<file path="config.mk">
export PLATFORM = sky130hd
export DESIGN_NAME = bounded_stack_search_sort
export DESIGN_NICKNAME = d
export VERILOG_FILES = /design/src/sv/bss_pkg.sv /design/src/sv/bss_front.sv /design/src/sv/bss_queue.sv /design/src/sv/bss_back.sv /design/src/sv/bounded_stack_search_sort.sv
export SDC_FILE = /design/constraint.sdc
export NUM_CORES = 2
export LEC_CHECK = 0
export BUFFER_PORTS_ARGS = -buffer_cell sky130_fd_sc_hd__buf_2
export CORE_AREA = 2 2 291 293
export DETAILED_ROUTE_END_ITERATION = 12
export DIE_AREA = 0 0 293 295
export GPL_ROUTABILITY_DRIVEN = 0
export SLEW_MARGIN = 15
export SYNTH_ARGS = -nofsm -noshare
export SYNTH_HDL_FRONTEND = slang
export SYNTH_SLANG_ARGS = --single-unit
</file>
<file path="constraint.sdc">
create_clock -name i_clk -period 8.5 [get_ports i_clk]
set_input_delay 0.425 -clock i_clk [delete_from_list [all_inputs] [get_ports i_clk]]
set_output_delay 0.425 -clock i_clk [all_outputs]
set_load 0.01 [all_outputs]
</file>
<file path="src/sv/bss_pkg.sv">
// Shared types and codes for the bounded stack with search and sort.
// Used by the front, queue and back modules, the top level and the port checker.
// No dependencies.
package bss_pkg;

    localparam int ACT_W   = 3;
    localparam int DATA_W  = 32;
    localparam int ST_W    = 2;
    localparam int POS_W   = 3;
    localparam int MATCH_W = 4;
    localparam int FILL_W  = 4;

    // Action codes as they arrive on the input stream
    localparam logic [ACT_W-1:0] ACT_PUSH    = 3'd0;
    localparam logic [ACT_W-1:0] ACT_POP     = 3'd1;
    localparam logic [ACT_W-1:0] ACT_DISPLAY = 3'd2;
    localparam logic [ACT_W-1:0] ACT_SEARCH  = 3'd3;
    localparam logic [ACT_W-1:0] ACT_UPDATE  = 3'd4;
    localparam logic [ACT_W-1:0] ACT_SORT    = 3'd5;
    localparam logic [ACT_W-1:0] ACT_COUNT   = 3'd6;

    // Command kinds after classification; every unused action folds into CMD_COUNT
    localparam logic [2:0] CMD_PUSH    = 3'd0;
    localparam logic [2:0] CMD_POP     = 3'd1;
    localparam logic [2:0] CMD_DISPLAY = 3'd2;
    localparam logic [2:0] CMD_SEARCH  = 3'd3;
    localparam logic [2:0] CMD_UPDATE  = 3'd4;
    localparam logic [2:0] CMD_SORT    = 3'd5;
    localparam logic [2:0] CMD_COUNT   = 3'd6;

    // Result status codes
    localparam logic [ST_W-1:0] ST_OK        = 2'd0;
    localparam logic [ST_W-1:0] ST_FULL      = 2'd1;
    localparam logic [ST_W-1:0] ST_EMPTY     = 2'd2;
    localparam logic [ST_W-1:0] ST_NOT_FOUND = 2'd3;

    typedef struct packed {
        logic [2:0]        kind;
        logic [DATA_W-1:0] key;
        logic [DATA_W-1:0] repl;
    } t_cmd;

    typedef struct packed {
        logic [ST_W-1:0]    status;
        logic [DATA_W-1:0]  data;
        logic [POS_W-1:0]   pos;
        logic [MATCH_W-1:0] match_cnt;
        logic [FILL_W-1:0]  depth;
        logic               last;
    } t_result;

endpackage

</file>
<file path="src/sv/bss_front.sv">
// Front stage: accepts input transactions and classifies the action into a command.
// Depends on bss_pkg.
module bss_front
    import bss_pkg::*;
(
    input  logic              i_clk,
    input  logic              i_rst_n,
    input  logic              i_valid,
    output logic              o_ready,
    input  logic [ACT_W-1:0]  i_action,
    input  logic [DATA_W-1:0] i_key,
    input  logic [DATA_W-1:0] i_repl,
    output logic              o_valid,
    input  logic              i_ready,
    output t_cmd              o_cmd
);

    logic r_valid;
    t_cmd r_cmd;
    t_cmd n_cmd;

    always_comb begin
        n_cmd.key  = i_key;
        n_cmd.repl = i_repl;
        unique case (i_action)
            ACT_PUSH:    n_cmd.kind = CMD_PUSH;
            ACT_POP:     n_cmd.kind = CMD_POP;
            ACT_DISPLAY: n_cmd.kind = CMD_DISPLAY;
            ACT_SEARCH:  n_cmd.kind = CMD_SEARCH;
            ACT_UPDATE:  n_cmd.kind = CMD_UPDATE;
            ACT_SORT:    n_cmd.kind = CMD_SORT;
            default:     n_cmd.kind = CMD_COUNT;
        endcase
    end

    assign o_ready = !r_valid || i_ready;
    assign o_valid = r_valid;
    assign o_cmd   = r_cmd;

    always_ff @(posedge i_clk) begin
        if (!i_rst_n) begin
            r_valid <= 1'b0;
        end else if (i_valid && o_ready) begin
            r_valid <= 1'b1;
        end else if (i_ready) begin
            r_valid <= 1'b0;
        end
    end

    always_ff @(posedge i_clk) begin
        if (i_valid && o_ready) begin
            r_cmd <= n_cmd;
        end
    end

endmodule

</file>
<file path="src/sv/bss_queue.sv">
// Two-entry command queue between the front and back stages.
// Depends on bss_pkg.
module bss_queue
    import bss_pkg::*;
(
    input  logic i_clk,
    input  logic i_rst_n,
    input  logic i_valid,
    output logic o_ready,
    input  t_cmd i_cmd,
    output logic o_valid,
    input  logic i_ready,
    output t_cmd o_cmd
);

    localparam logic [1:0] Q_FULL = 2'd2;

    t_cmd       r_slot [2];
    logic       r_wr_ptr;
    logic       r_rd_ptr;
    logic [1:0] r_count;
    logic       wr_en;
    logic       rd_en;

    assign o_ready = (r_count != Q_FULL);
    assign o_valid = (r_count != 2'd0);
    assign o_cmd   = r_slot[r_rd_ptr];
    assign wr_en   = i_valid && o_ready;
    assign rd_en   = o_valid && i_ready;

    always_ff @(posedge i_clk) begin
        if (!i_rst_n) begin
            r_wr_ptr <= 1'b0;
            r_rd_ptr <= 1'b0;
            r_count  <= 2'd0;
        end else begin
            if (wr_en) begin
                r_wr_ptr <= !r_wr_ptr;
            end
            if (rd_en) begin
                r_rd_ptr <= !r_rd_ptr;
            end
            if (wr_en && !rd_en) begin
                r_count <= r_count + 2'd1;
            end else if (rd_en && !wr_en) begin
                r_count <= r_count - 2'd1;
            end
        end
    end

    always_ff @(posedge i_clk) begin
        if (wr_en) begin
            r_slot[r_wr_ptr] <= i_cmd;
        end
    end

endmodule

</file>
<file path="src/sv/bss_back.sv">
// Back stage: holds the entry registers and fill count, runs each command and
// drives the registered result. Depends on bss_pkg.
module bss_back
    import bss_pkg::*;
#(
    parameter int STACK_DEPTH = 8
) (
    input  logic    i_clk,
    input  logic    i_rst_n,
    input  logic    i_valid,
    output logic    o_ready,
    input  t_cmd    i_cmd,
    output logic    o_valid,
    input  logic    i_ready,
    output t_result o_result
);

    localparam int IW = $clog2(STACK_DEPTH);
    localparam int CW = $clog2(STACK_DEPTH + 1);
    localparam logic [CW-1:0] FULL_COUNT = CW'(STACK_DEPTH);

    localparam logic [1:0] S_IDLE = 2'd0;
    localparam logic [1:0] S_WALK = 2'd1;
    localparam logic [1:0] S_SORT = 2'd2;

    logic [1:0]        r_state,  n_state;
    logic [CW-1:0]     r_fill,   n_fill;
    logic [DATA_W-1:0] r_mem [STACK_DEPTH];
    logic [DATA_W-1:0] n_mem [STACK_DEPTH];
    logic [2:0]        r_kind,   n_kind;
    logic [DATA_W-1:0] r_key,    n_key;
    logic [DATA_W-1:0] r_repl,   n_repl;
    logic [IW-1:0]     r_idx,    n_idx;
    logic [CW-1:0]     r_cnt,    n_cnt;
    logic [IW-1:0]     r_first,  n_first;
    logic [CW-1:0]     r_pass,   n_pass;
    logic              r_out_valid;
    t_result           r_out;
    t_result           n_res;
    logic              n_emit;

    logic              out_free;
    logic [IW-1:0]     top_idx;
    logic [IW-1:0]     rd_addr;
    logic [DATA_W-1:0] rd_data;
    logic              walk_match;
    logic              walk_last;
    logic [CW-1:0]     walk_total;
    logic [IW-1:0]     walk_first;

    assign out_free   = !r_out_valid || i_ready;
    assign top_idx    = IW'(r_fill - 1'b1);
    assign rd_addr    = (r_state == S_IDLE) ? top_idx : r_idx;
    assign rd_data    = r_mem[rd_addr];
    assign walk_match = (rd_data == r_key);
    assign walk_last  = (CW'(r_idx) == (r_fill - 1'b1));
    assign walk_total = r_cnt + CW'(walk_match);
    assign walk_first = (r_cnt == '0) ? r_idx : r_first;

    always_comb begin
        n_state = r_state;
        n_fill  = r_fill;
        n_mem   = r_mem;
        n_kind  = r_kind;
        n_key   = r_key;
        n_repl  = r_repl;
        n_idx   = r_idx;
        n_cnt   = r_cnt;
        n_first = r_first;
        n_pass  = r_pass;
        n_emit  = 1'b0;
        n_res   = '0;
        o_ready = 1'b0;

        unique case (r_state)
            S_IDLE: begin
                o_ready = out_free;
                if (i_valid && out_free) begin
                    n_kind      = i_cmd.kind;
                    n_key       = i_cmd.key;
                    n_repl      = i_cmd.repl;
                    n_idx       = '0;
                    n_cnt       = '0;
                    n_first     = '0;
                    n_pass      = '0;
                    n_emit      = 1'b1;
                    n_res.last  = 1'b1;
                    n_res.depth = FILL_W'(r_fill);
                    if (i_cmd.kind == CMD_PUSH) begin
                        if (r_fill >= FULL_COUNT) begin
                            n_res.status = ST_FULL;
                        end else begin
                            n_mem[r_fill[IW-1:0]] = i_cmd.key;
                            n_fill      = r_fill + 1'b1;
                            n_res.depth = FILL_W'(r_fill + 1'b1);
                        end
                    end else if (i_cmd.kind == CMD_COUNT) begin
                        n_res.status = ST_OK;
                    end else if (r_fill == '0) begin
                        n_res.status = ST_EMPTY;
                    end else begin
                        unique case (i_cmd.kind)
                            CMD_POP: begin
                                n_fill      = r_fill - 1'b1;
                                n_res.data  = rd_data;
                                n_res.depth = FILL_W'(r_fill - 1'b1);
                            end
                            CMD_DISPLAY, CMD_SEARCH, CMD_UPDATE: begin
                                n_emit  = 1'b0;
                                n_state = S_WALK;
                            end
                            CMD_SORT: begin
                                n_emit  = 1'b0;
                                n_state = S_SORT;
                            end
                            default: begin
                                n_res.status = ST_OK;
                            end
                        endcase
                    end
                end
            end
            S_WALK: begin
                if (out_free) begin
                    n_idx = r_idx + 1'b1;
                    if (r_kind == CMD_DISPLAY) begin
                        n_emit      = 1'b1;
                        n_res.data  = rd_data;
                        n_res.pos   = POS_W'(r_idx);
                        n_res.depth = FILL_W'(r_fill);
                        n_res.last  = walk_last;
                    end else begin
                        n_cnt   = walk_total;
                        n_first = walk_first;
                        if (walk_match && (r_kind == CMD_UPDATE)) begin
                            n_mem[r_idx] = r_repl;
                        end
                        if (walk_last) begin
                            n_emit      = 1'b1;
                            n_res.last  = 1'b1;
                            n_res.depth = FILL_W'(r_fill);
                            if (walk_total == '0) begin
                                n_res.status = ST_NOT_FOUND;
                            end else begin
                                n_res.pos       = POS_W'(walk_first);
                                n_res.match_cnt = MATCH_W'(walk_total);
                            end
                        end
                    end
                    if (walk_last) begin
                        n_state = S_IDLE;
                    end
                end
            end
            S_SORT: begin
                if (r_pass == r_fill) begin
                    if (out_free) begin
                        n_emit      = 1'b1;
                        n_res.last  = 1'b1;
                        n_res.depth = FILL_W'(r_fill);
                        n_state     = S_IDLE;
                    end
                end else begin
                    // One odd-even transposition pass: disjoint neighbor pairs
                    for (int j = 0; j < STACK_DEPTH - 1; j++) begin
                        if ((1'(j) == r_pass[0]) && (CW'(j + 1) < r_fill) &&
                            ($signed(r_mem[j]) > $signed(r_mem[j + 1]))) begin
                            n_mem[j]     = r_mem[j + 1];
                            n_mem[j + 1] = r_mem[j];
                        end
                    end
                    n_pass = r_pass + 1'b1;
                end
            end
            default: begin
                n_state = S_IDLE;
            end
        endcase
    end

    assign o_valid  = r_out_valid;
    assign o_result = r_out;

    always_ff @(posedge i_clk) begin
        if (!i_rst_n) begin
            r_state     <= S_IDLE;
            r_fill      <= '0;
            r_out_valid <= 1'b0;
        end else begin
            r_state <= n_state;
            r_fill  <= n_fill;
            if (n_emit) begin
                r_out_valid <= 1'b1;
            end else if (i_ready) begin
                r_out_valid <= 1'b0;
            end
        end
    end

    always_ff @(posedge i_clk) begin
        r_mem   <= n_mem;
        r_kind  <= n_kind;
        r_key   <= n_key;
        r_repl  <= n_repl;
        r_idx   <= n_idx;
        r_cnt   <= n_cnt;
        r_first <= n_first;
        r_pass  <= n_pass;
        if (n_emit) begin
            r_out <= n_res;
        end
    end

endmodule

</file>
<file path="src/sv/bounded_stack_search_sort.sv">
// Top level of the bounded stack with search, update, display and sort.
// Depends on bss_pkg, bss_front, bss_queue and bss_back.
//
// Fixed-depth stack of STACK_DEPTH signed 32-bit words on a pair of streams. Each
// input transaction carries one action in tuser (0 push, 1 pop, 2 display, 3 search,
// 4 update, 5 sort, 6 count; code 7 acts as count) and its operands in tdata. Every
// action returns one result transaction, except display, which returns one per held
// entry from bottom to top; tlast marks the final result of each action. A front
// register classifies the action and a two-entry queue decouples it from the back
// stage, so new transactions are accepted while the back stage works or while a
// result waits on the output register, until the queue and front register fill.
// The back stage sets the rate and takes no new action until the current one is
// done: push, pop, count and the full and empty cases report on acceptance; display,
// search and update walk the held entries in turn, since the back stage reads the
// entry registers through a single read port; sort runs one odd-even transposition
// pass per held entry and then reports. An action passes through the front register
// and a queue slot before it reaches the back stage. Output backpressure stalls the
// back stage, but sort passes go on and only the sort report waits. Entries need
// no clearing after reset: only entries below the fill count are ever read.
module bounded_stack_search_sort
    import bss_pkg::*;
#(
    parameter int STACK_DEPTH = 8
) (
    input  logic        i_clk,
    input  logic        i_rst_n,
    // Input stream
    input  logic        i_s_axis_tvalid,
    output logic        o_s_axis_tready,
    input  logic [63:0] i_s_axis_tdata,  // [31:0] operand_value, [63:32] replacement_value
    input  logic [2:0]  i_s_axis_tuser,  // [2:0] action
    // Result stream
    output logic        o_m_axis_tvalid,
    input  logic        i_m_axis_tready,
    output logic [47:0] o_m_axis_tdata,  // [31:0] data_word, [34:32] position,
                                         // [38:35] match_total, [42:39] depth_used,
                                         // [47:43] zero
    output logic [1:0]  o_m_axis_tuser,  // [1:0] status
    output logic        o_m_axis_tlast   // last_result
);

    logic    front_valid;
    logic    front_ready;
    t_cmd    front_cmd;
    logic    queue_valid;
    logic    queue_ready;
    t_cmd    queue_cmd;
    t_result result;

    // Accept and classify the action
    bss_front u_front (
        .i_clk    (i_clk),
        .i_rst_n  (i_rst_n),
        .i_valid  (i_s_axis_tvalid),
        .o_ready  (o_s_axis_tready),
        .i_action (i_s_axis_tuser),
        .i_key    (i_s_axis_tdata[31:0]),
        .i_repl   (i_s_axis_tdata[63:32]),
        .o_valid  (front_valid),
        .i_ready  (front_ready),
        .o_cmd    (front_cmd)
    );

    // Hold up to two classified commands while the back stage is busy
    bss_queue u_queue (
        .i_clk   (i_clk),
        .i_rst_n (i_rst_n),
        .i_valid (front_valid),
        .o_ready (front_ready),
        .i_cmd   (front_cmd),
        .o_valid (queue_valid),
        .i_ready (queue_ready),
        .o_cmd   (queue_cmd)
    );

    // Execute against the entry registers and drive the result register
    bss_back #(
        .STACK_DEPTH (STACK_DEPTH)
    ) u_back (
        .i_clk    (i_clk),
        .i_rst_n  (i_rst_n),
        .i_valid  (queue_valid),
        .o_ready  (queue_ready),
        .i_cmd    (queue_cmd),
        .o_valid  (o_m_axis_tvalid),
        .i_ready  (i_m_axis_tready),
        .o_result (result)
    );

    // Pack the result fields onto the output stream
    assign o_m_axis_tdata = {5'd0, result.depth, result.match_cnt, result.pos, result.data};
    assign o_m_axis_tuser = result.status;
    assign o_m_axis_tlast = result.last;

endmodule

</file>
==> results.py <==
metrics = {
    "synth": {
        "netlist_instances": 3547,
        "synth_seq_cells": 597,
        "synthDistinctLibCells": 78,
        "ys.warnings.count": 0,
        "synth_edf_count": 584,
        "synth.cell_area_um2": 37200,
        "synth-seq-area-share_pct": 47.8,
        "syn_area_per_cell_um2": 10.5,
        "synth_flop_cell": "edfxtp_1",
        "async_reset_ff_share_pct": 0,
    },
    "clock_network": {
        "clkTransAtPathRegs_ns": 0.06,
        "cts-root-buf": "clkbuf_16",
        "clk_path_buf_depth": 3,
        "clk_latency_ns": 0.66,
        "cts_tree": "yes",
        "cts.repair.resized": 0,
        "numCtsBuffers": 70,
        "h-tree-depth": 3,
        "cts_sinks": 597,
    },
    "global_route": {
        "antenna_found_initial": 13,
        "grt_max_degree": 78,
        "track_usage_pct": 33.7,
        "grt_pass1_wl_um": 212000,
        "grt_overflow": 0,
        "grt_pass1_vias": 29700,
    },
    "setup_path": {
        "slowest_stage": "nor2_4",
        "critPathRequiredTime_ns": 8.89,
        "crit_path_end_kind": "flip-flop",
        "crit_path_max_incr_delay_ns": 0.79,
        "crit_chain": "inv_1 -> ha_1 -> and2_1 -> buf_4 -> nor2_4 -> buf_4 -> a2111oi_0 -> nor4_1 -> xor2_1 -> a221oi_1 -> nand4b_1 -> nor4_4 -> and3_1 -> ha_1 -> ha_1 -> a31oi_1 -> or3_1 -> a31o_2 -> a22o_1",
        "path_common_cell": "ha_1",
        "crit_path_start_kind": "flip-flop",
        "critPathArrivalTime_ns": 7.33,
        "cp_max_fo": 39,
        "crit_type": "flip-flop to flip-flop",
    },
    "placed_design": {
        "io_buffers": 118,
        "hpwl_um": 103000,
    },
    "run": {
        "maxCapViolCount": 0,
    },
    "die": {
        "die_h_um": 295,
        "io_pins": 124,
        "die_area_um2": 86400,
        "core_um2": 83200,
        "start_util_pct": 44.8,
        "rows": 106,
        "die_w_um": 293,
    },
    "timing": {
        "clock_skew_ns": 0.0291,
        "finalSetupTns_ns": 0,
        "setup_violations": 0,
        "slew-limit-headroom_pct": 14.0,
        "max_freq_mhz": 144,
        "fin_crit_sh_pct": 81.6,
        "rsz0062_at_grt": "false",
        "maxSlewViolCount": 0,
        "worstMarginPinSlew_ns": 1.29,
        "min_period_ns": 6.94,
        "finalHoldViolCount": 0,
    },
    "finish": {
        "final_util_pct": 50.6,
        "layout-drive-gt1-share_pct": 12.2,
        "nets": 3932,
        "area_delta_synth_final_pct": 13.0,
    },
    "power": {
        "p_leak_nw": 16.1,
        "ir_worst_vdd_uv": 222,
        "pwr_density_cell_nw_per_um2": 280,
    },
    "drt": {
        "wl_per_cell_um": 31.1,
        "vias_per_cell": 6.75,
        "wl_um": 148000,
        "dr.first_iter.drc_count": 5368,
        "postRouteAntennaNets": 0,
        "drc_errors": 0,
        "firstDrtPassIters": 6,
        "via_count": 32100,
    },
    "min_path": {
        "min_path_type": "input port to flip-flop",
    },
    "status": {
        "run_status": "finished clean",
    },
}
==> placed cells by master (no fill, tap or decap), types with 9 or more instances in the layout <==
cell type	instances
o211ai_1	29
nor2b_1	22
mux2i_1	184
dfxtp_1	12
buf_4	88
o21a_1	17
and3_1	12
buf_2	118
ha_1	234
clkinv_2	9
a211oi_1	29
xor2_1	28
dlygate4sd3_1	66
edfxtp_1	584
nor4_1	16
nor2_1	206
clkbuf_1	11
xnor2_1	26
a221oi_1	38
mux2_2	64
o31ai_1	36
clkbuf_16	70
a31oi_1	49
mux4_2	21
a21oi_1	272
a221o_1	129
a21o_1	90
a2111oi_0	9
inv_1	280
and2_1	18
clkinv_1	14
nand3_1	41
nand2_1	294
o221ai_1	34
o22ai_1	195
nor3_1	35
o21ai_0	92
nand4_1	49
==> power by group <==
group | internal, mW | total, mW | switching, mW
clock network | 1.82 | 3.15 | 1.33
registers | 3.87 | 4.42 | 0.544
logic | 1.34 | 4.21 | 2.87
==> worst max-delay path: cells and delay by family (launching register included) <==
family,cells,cell delay (ns)
buf+inv,3,0.87
compound gates,5,1.02
xor+xnor,1,0.18
fa+ha+maj,3,0.95
simple gates,7,2.95
flops,1,0.70
==> area by class of cell <==
| type | instances | area (um2) |
|---|---|---|
| fillers | 7464 | 41100 |
| clock inverters | 40 | 513 |
| repair buffers | 272 | 1910 |
| diodes | 2 | 5.00 |
| clock buffers | 86 | 1860 |
| multi-input cells | 2400 | 17600 |
| inverters | 283 | 1060 |
| well taps | 1080 | 1350 |
| flip-flops and latches | 597 | 17800 |
==> synthesized netlist by cell type (28+ instances only) <==
cell / n / share of area, %
a21o_1: 91 / 1.8
o21ai_0: 92 / 1.2
ha_1: 237 / 8.0
nor2_1: 212 / 2.1
xor2_1: 28 / 0.66
a221oi_1: 38 / 0.89
o22ai_1: 195 / 3.3
mux2i_1: 187 / 5.0
inv_1: 282 / 2.8
nor3_1: 39 / 0.52
nand3_1: 42 / 0.56
a211oi_1: 29 / 0.58
nand2_1: 297 / 3.0
clkbuf_1: 216 / 2.2
mux2_2: 64 / 1.9
o211ai_1: 29 / 0.58
a31oi_1: 49 / 0.82
a21oi_1: 275 / 3.7
nand4_1: 49 / 0.82
edfxtp_1: 584 / 47
a221o_1: 129 / 3.5
o221ai_1: 34 / 0.80
o31ai_1: 36 / 0.73
==> path summary, 6_finish.rpt <==
check,from,endpoint,slack [ns],cells past startpoint
min,i_s_axis_tvalid,u_front.o_valid$_SDFFE_PN0P_,0.04,3
max reg2reg,u_back.r_fill[0]$_SDFFE_PN0P_,u_back.o_result[10]$_SDFFCE_PN0P_,1.56,19
max,u_back.r_fill[0]$_SDFFE_PN0P_,u_back.o_result[10]$_SDFFCE_PN0P_,1.56,19
min reg2reg,u_front.o_cmd[21]$_DFFE_PP_,u_queue.r_slot[1][21]$_DFFE_PP_,0.44,0
==> logic make-up after synthesis <==
group                      Yosys count  synth area share (%)
AOI/OAI and AO/OA                 1072                  19.7
xor gates and xnor gates            54                  1.27
adders and majority gates          237                  7.97
buffers and inverters              554                  5.76
DFF                                597                  47.8
muxes                              272                  8.24
other                                1                0.0101
and+or+nand+nor                    760                  9.26
==> metal layers <==
metal	global-route usage [%]	up-vias	part of all wire [%]
li1	-	13700	-
met1	45.7	15400	39
met2	47.9	2513	41
met3	12.0	521	15
met4	16.2	16	5.5
met5	0.388	-	0.097
==> repair_timing <==
item                                    in CTS  in global routing
hold buffers                                66                  0
endpoints found under the setup margin       0                  0
setup buffers                                0                  0
endpoints found under the hold margin       66                  0
==> stage by stage <==
stage          total power, mW  std cells  area [um2]  setup WS (ns)  hold slack [ns]
3_5_place_dp              8.47       4566       39000           1.84            0.430
5_1_grt                   12.2       4758       42100           1.40           0.0549
6_report                  11.8       4760       42100           1.56           0.0434
3_3_place_gp              8.43       4566       39000           1.94            0.423
4_1_cts                   11.6       4758       42000           1.82           0.0280
2_1_floorplan             6.90       3551       37200           1.03            0.421
No activity file was read; power rests on OpenSTA's default activity.
